$ cat src/pip_pkg.sv
// Shared widths and word types for the point-in-polygon crossing test.
// No dependencies; every other file in src refers to it by scoped names.
`default_nettype none

package pip_pkg;

	localparam int COORD_BITS = 32;
	localparam int DIFF_W = COORD_BITS + 1;
	localparam int PROD_W = 2 * DIFF_W;

	// differences for one edge, formed at the input
	typedef struct packed {
		logic                     straddle;
		logic                     dy_pos;
		logic signed [DIFF_W-1:0] dyi;
		logic signed [DIFF_W-1:0] dxj;
		logic signed [DIFF_W-1:0] dxp;
		logic signed [DIFF_W-1:0] dy;
	} edge_diff_t;

	// exact cross products for one edge
	typedef struct packed {
		logic                     straddle;
		logic                     dy_pos;
		logic signed [PROD_W-1:0] lhs;
		logic signed [PROD_W-1:0] rhs;
	} edge_prod_t;

endpackage

`default_nettype wire

$ cat src/pip_edge_diff.sv
// Edge difference logic: straddle test and coordinate differences of one edge.
// Depends on pip_pkg.
`default_nettype none

module pip_edge_diff (
	input  wire logic signed [pip_pkg::COORD_BITS-1:0] xi,
	input  wire logic signed [pip_pkg::COORD_BITS-1:0] yi,
	input  wire logic signed [pip_pkg::COORD_BITS-1:0] xj,
	input  wire logic signed [pip_pkg::COORD_BITS-1:0] yj,
	input  wire logic signed [pip_pkg::COORD_BITS-1:0] px,
	input  wire logic signed [pip_pkg::COORD_BITS-1:0] py,
	output pip_pkg::edge_diff_t                        diff
);

	logic signed [pip_pkg::DIFF_W-1:0] dy;

	assign dy = pip_pkg::DIFF_W'(yj) - pip_pkg::DIFF_W'(yi);

	always_comb begin
		diff.straddle = (yi < py) != (yj < py);
		diff.dy_pos   = dy > 0;
		diff.dyi      = pip_pkg::DIFF_W'(py) - pip_pkg::DIFF_W'(yi);
		diff.dxj      = pip_pkg::DIFF_W'(xj) - pip_pkg::DIFF_W'(xi);
		diff.dxp      = pip_pkg::DIFF_W'(px) - pip_pkg::DIFF_W'(xi);
		diff.dy       = dy;
	end

endmodule

`default_nettype wire

$ cat config.mk
export PLATFORM = sky130hd
export DESIGN_NAME = pip_edge_diff
export DESIGN_NICKNAME = d
export VERILOG_FILES = /design/src/pip_pkg.sv /design/src/pip_edge_diff.sv
export SDC_FILE = /design/constraint.sdc
export NUM_CORES = 1
export LEC_CHECK = 0
export ABC_AREA = 1
export BUFFER_PORTS_ARGS = -buffer_cell sky130_fd_sc_hd__buf_2
export CORE_UTILIZATION = 48
export DETAILED_ROUTE_END_ITERATION = 8
export MAX_ROUTING_LAYER = met4
export PLACE_DENSITY = 0.88
export SYNTH_ARGS = -nofsm -noshare
export SYNTH_HDL_FRONTEND = slang
export SYNTH_SLANG_ARGS = --single-unit
$ cat constraint.sdc
create_clock -name vclk -period 2.1
set_clock_uncertainty 0.1 [all_clocks]
set_input_delay 0.21 -clock vclk [all_inputs]
set_output_delay 0.21 -clock vclk [all_outputs]
set_load 0.02 [all_outputs]
==> impl_metrics.csv, run 1 <==
group,metric,value,unit
run_status,outcome,"aborted with a tool error",
run_status,haltStage,"global routing",
run_status,first-error,"[ERROR GRT-0116] Global routing finished with congestion. Check the congestion regions in the DRC Viewer.",
floorplanning,initial_core_util,48.8,%
placed_design,routabilityCongestion,1.16,
grt,grt_pass1_wl,133,mm
floorplanning,die_h,140,um
synthesis,netlist_area,9100,sq um
synthesis,syn_nets,2023,
grt,grt_start_max_net_pins,8,
placed_design,dp_hpwl,38.6,mm
placed_design,portBuffers,326,
synthesis,synthTopCellsByCount,"488 x nand2_1, 340 x inv_1, 160 x ha_1",
grt,track_usage,90.1,%
synthesis,syn_avg_cell_area,5.46,sq um
floorplanning,die_w,140,um
synthesis,synth.top_cell.area_share,22.0,%
synthesis,synth_warnings,0,
synthesis,ys_seq_area_share,0,%
synthesis,yosysMostFrequentCell,"nand2_1",
synthesis,ys_types,44,
synthesis,synth_area_leaders,"ha_1 22%, nand2_1 20%, inv_1 14%",
synthesis,synth_top_cell_by_area,"ha_1",
grt,first_global_vias,21674,
floorplanning,num_rows,50,
synthesis,synth_cells,1667,
floorplanning,io-pin-count,326,
placed_design,place_ws,-0.686,ns
grt,overflow,963,
-- what timing repair did --
item,4_1_cts
buffers inserted,69
endpoints found under the setup margin,107
hold buffers,0
gates resized for setup,630
endpoints found under the hold margin,0
pin swaps,205
-- routing by layer --
metal,track usage [%],overflow
met1,80.4,14
met5,-,-
met2,117,742
met3,63.9,7
met4,101,200
-- kinds of logic after synthesis --
kind of cell	count (synthesis)	synth area share, %
AND/OR/NAND/NOR	786	35.8
adder cells (fa/ha/maj)	164	22.9
XOR/XNOR	95	9.22
buffers and inverters	353	14.6
AO/OA/AOI/OAI	269	17.5
-- through the flow --
stage	instances	instance area (sq um)
2_1_floorplan	1667	9540
3_3_place_gp	2615	14400
3_5_place_dp	2615	14400
4_1_cts	2671	17600
==> run 2: changes to the inputs <==
--- a/config.mk
+++ b/config.mk
@@ -7,10 +7,9 @@
 export LEC_CHECK = 0
 export ABC_AREA = 1
 export BUFFER_PORTS_ARGS = -buffer_cell sky130_fd_sc_hd__buf_2
-export CORE_UTILIZATION = 48
+export CORE_UTILIZATION = 40
 export DETAILED_ROUTE_END_ITERATION = 8
-export MAX_ROUTING_LAYER = met4
-export PLACE_DENSITY = 0.88
+export PLACE_DENSITY_LB_ADDON = 0.15
 export SYNTH_ARGS = -nofsm -noshare
 export SYNTH_HDL_FRONTEND = slang
 export SYNTH_SLANG_ARGS = --single-unit
==> constraint.sdc (replaced) <==
create_clock -name vclk -period 2.75
set_clock_uncertainty 0.1 [all_clocks]
set_input_delay 0.275 -clock vclk [all_inputs]
set_output_delay 0.275 -clock vclk [all_outputs]
set_load 0.02 [all_outputs]
==> run 2 against run 1 <==
  * The run now ends clean
  * Synthesized cell count did not move
  * Area after synthesis did not move
==> impl_metrics.csv, run 2 <==
group,metric,value,unit
run_status,outcome,"finished clean",
synthesis,synth.top_cell.area_share,22.0,%
drt,firstDrtPassIters,5,
synthesis,yosysMostFrequentCell,"nand2_1",
power_and_ir_drop,p_leak,7.99,nW
placed_design,portBuffers,326,
grt,first_global_vias,10905,
finish,syn2layout_area_growth,47.3,%
floorplanning,initial_core_util,41.2,%
finish,final_common_cell,"nand2_1",
hold_path,worstHoldEndpoint,"diff[33]",
timing,rsz0062_at_grt,"yes",
drt,routedWlPerCell,14.1,um
finish,layout-drive-gt1-share,33.6,%
grt,use_met3,0.794,%
grt,grt.busiest_layer,"met2",
placed_design,dpl.cell_count,2436,
floorplanning,num_rows,54,
timing,period_needed,2.74,ns
floorplanning,io-pin-count,326,
grt,track_usage,27.3,%
flow_run,drv_cap,0,
synthesis,synth_warnings,0,
finish,seq_area,0,sq um
floorplanning,dieArea,23400,sq um
timing,hold_viol_final,0,
drt,wl,34.4,mm
floorplanning,die_w,153,um
finish,clkbuf_count,0,
setup_path,critPathKind,"input pin to output port",
setup_path,crit_arrival,2.37,ns
setup_path,cp_data_required_time,2.38,ns
synthesis,syn_avg_cell_area,5.46,sq um
hold_path,hold_class,"input pin to output port",
placed_design,place_ws,-0.160,ns
synthesis,synth_area_leaders,"ha_1 22%, nand2_1 20%, inv_1 14%",
setup_path,end_kind,"output port",
timing,fin_setup_tns,0,ns
clock_network,cts_hold_buf,0,
drt,ant_nets,0,
synthesis,synth_cells,1667,
power_and_ir_drop,irDropWorstVdd,211,uV
hold_path,min_path_cells,4,
timing,min_period_over_period,99.7,%
drt,drc,0,
placed_design,place_area,12300,sq um
power_and_ir_drop,finalPower,3.96,mW
finish,instances_no_fill,2449,
timing,tightest_slew,0.548,ns
synthesis,netlist_area,9100,sq um
setup_path,slowest_stage,"fa_2",
grt,grt_util_met2,46.9,%
synthesis,synthTopCellsByCount,"488 x nand2_1, 340 x inv_1, 160 x ha_1",
power_and_ir_drop,p_per_area,295,nW/um^2
grt,grt_start_max_net_pins,8,
grt,grt_pass1_wl,52.8,mm
finish,num_antenna_cells,0,
floorplanning,die_h,153,um
setup_path,cp_max_fo,4,
drt,drt-vias-per-instance,4.89,
grt,grt_antenna_before_repair,2,
timing,max-slew-margin-rel,63.1,%
timing,worst_slack,0.00883,ns
floorplanning,coreArea,22100,sq um
finish,stdcell_area,13400,sq um
hold_path,min-delay-start,"xi[0]",
synthesis,syn_nets,2023,
placed_design,dp_hpwl,30.1,mm
timing,max_freq,365,MHz
placed_design,routabilityCongestion,0.940,
grt,grt_use_met1,39.1,%
setup_path,cpPeakStageDelay,0.36,ns
setup_path,path_cells,"buf_6, ha_4, fa_2, inv_2, nand3_2, nand3_4, buf_6, nand2_4, nand3b_4, xor2_2, nand2_1, nor2_1, nand2_1, nor2_2, nand3_2, nand2_2, inv_2, buf_6",
synthesis,ys_types,44,
finish,mostFrequentLayoutCells,"446 x nand2_1, 322 x inv_1, 317 x buf_2",
synthesis,ys_seq_area_share,0,%
drt,dr_total_vias,11983,
drt,drt-initial-drc-count,725,
setup_path,crit_top_cell,"buf_6",
synthesis,synth_top_cell_by_area,"ha_1",
finish,final_util,60.7,%
finish,design.seq.count,0,
setup_path,crit_path_start_kind,"input pin",
timing,final_max_slew_viol_count,0,
timing,timing.hold.ws,0.851,ns
finish,nets,2527,
grt,overflow,0,
timing,setup_viol,0,
-- run 2: cells by family (layout without fill, tap and decap cells) --
logic type | count (synthesis) | in the layout | synth area share, %
XOR/XNOR | 95 | 95 | 9.22
AND/OR/NAND/NOR | 786 | 786 | 35.8
buffers and inverters | 353 | 855 | 14.6
AO/OA/AOI/OAI | 269 | 269 | 17.5
adder cells (fa/ha/maj) | 164 | 164 | 22.9
-- run 2: power by group --
part	internal [mW]	switching, mW	leakage (nW)
registers	0	0	0
logic	1.59	2.36	7.99
clock network	0	0	0
-- run 2: worst max-delay path by stage --
stage | startpoint | to | slack, ns | depth (start not counted)
floorplan | yj[0] | diff[132] | 0.29 | 19
global placement | yi[0] | diff[132] | -0.14 | 16
detailed placement | yi[0] | diff[132] | -0.16 | 16
CTS | yj[0] | diff[132] | -0.02 | 17
global route | yj[0] | diff[132] | -0.09 | 17
finish | yi[0] | diff[132] | 0.009 | 18
-- run 2: layout make-up --
type	instances	area, sq um
tap	280	350
multi-input combinational	1314	8710
inverter	348	1310
fill	2297	8690
timing repair buffer	507	3040
-- run 2: worst max-delay path, delay by kind of cell --
kind / cells / cell delay (ns)
XOR/XNOR: 1 / 0.16
AND/OR/NAND/NOR: 10 / 0.97
adder cells (fa/ha/maj): 2 / 0.52
buffers and inverters: 5 / 0.45
-- run 2: routing by layer --
metal  part of all wire (%)  routed length, um
met5                  0.023                  8
met4                    1.1                372
met3                    5.0               1740
met2                     45              15500
met1                     49              16800
-- run 2: what timing repair did --
item / in CTS / in global routing
setup endpoints to repair: 11 / 42
pin swaps: 11 / 34
resized for setup: 19 / 190
setup buffers: 1 / 12
No activity file was read; power rests on OpenSTA's default activity.
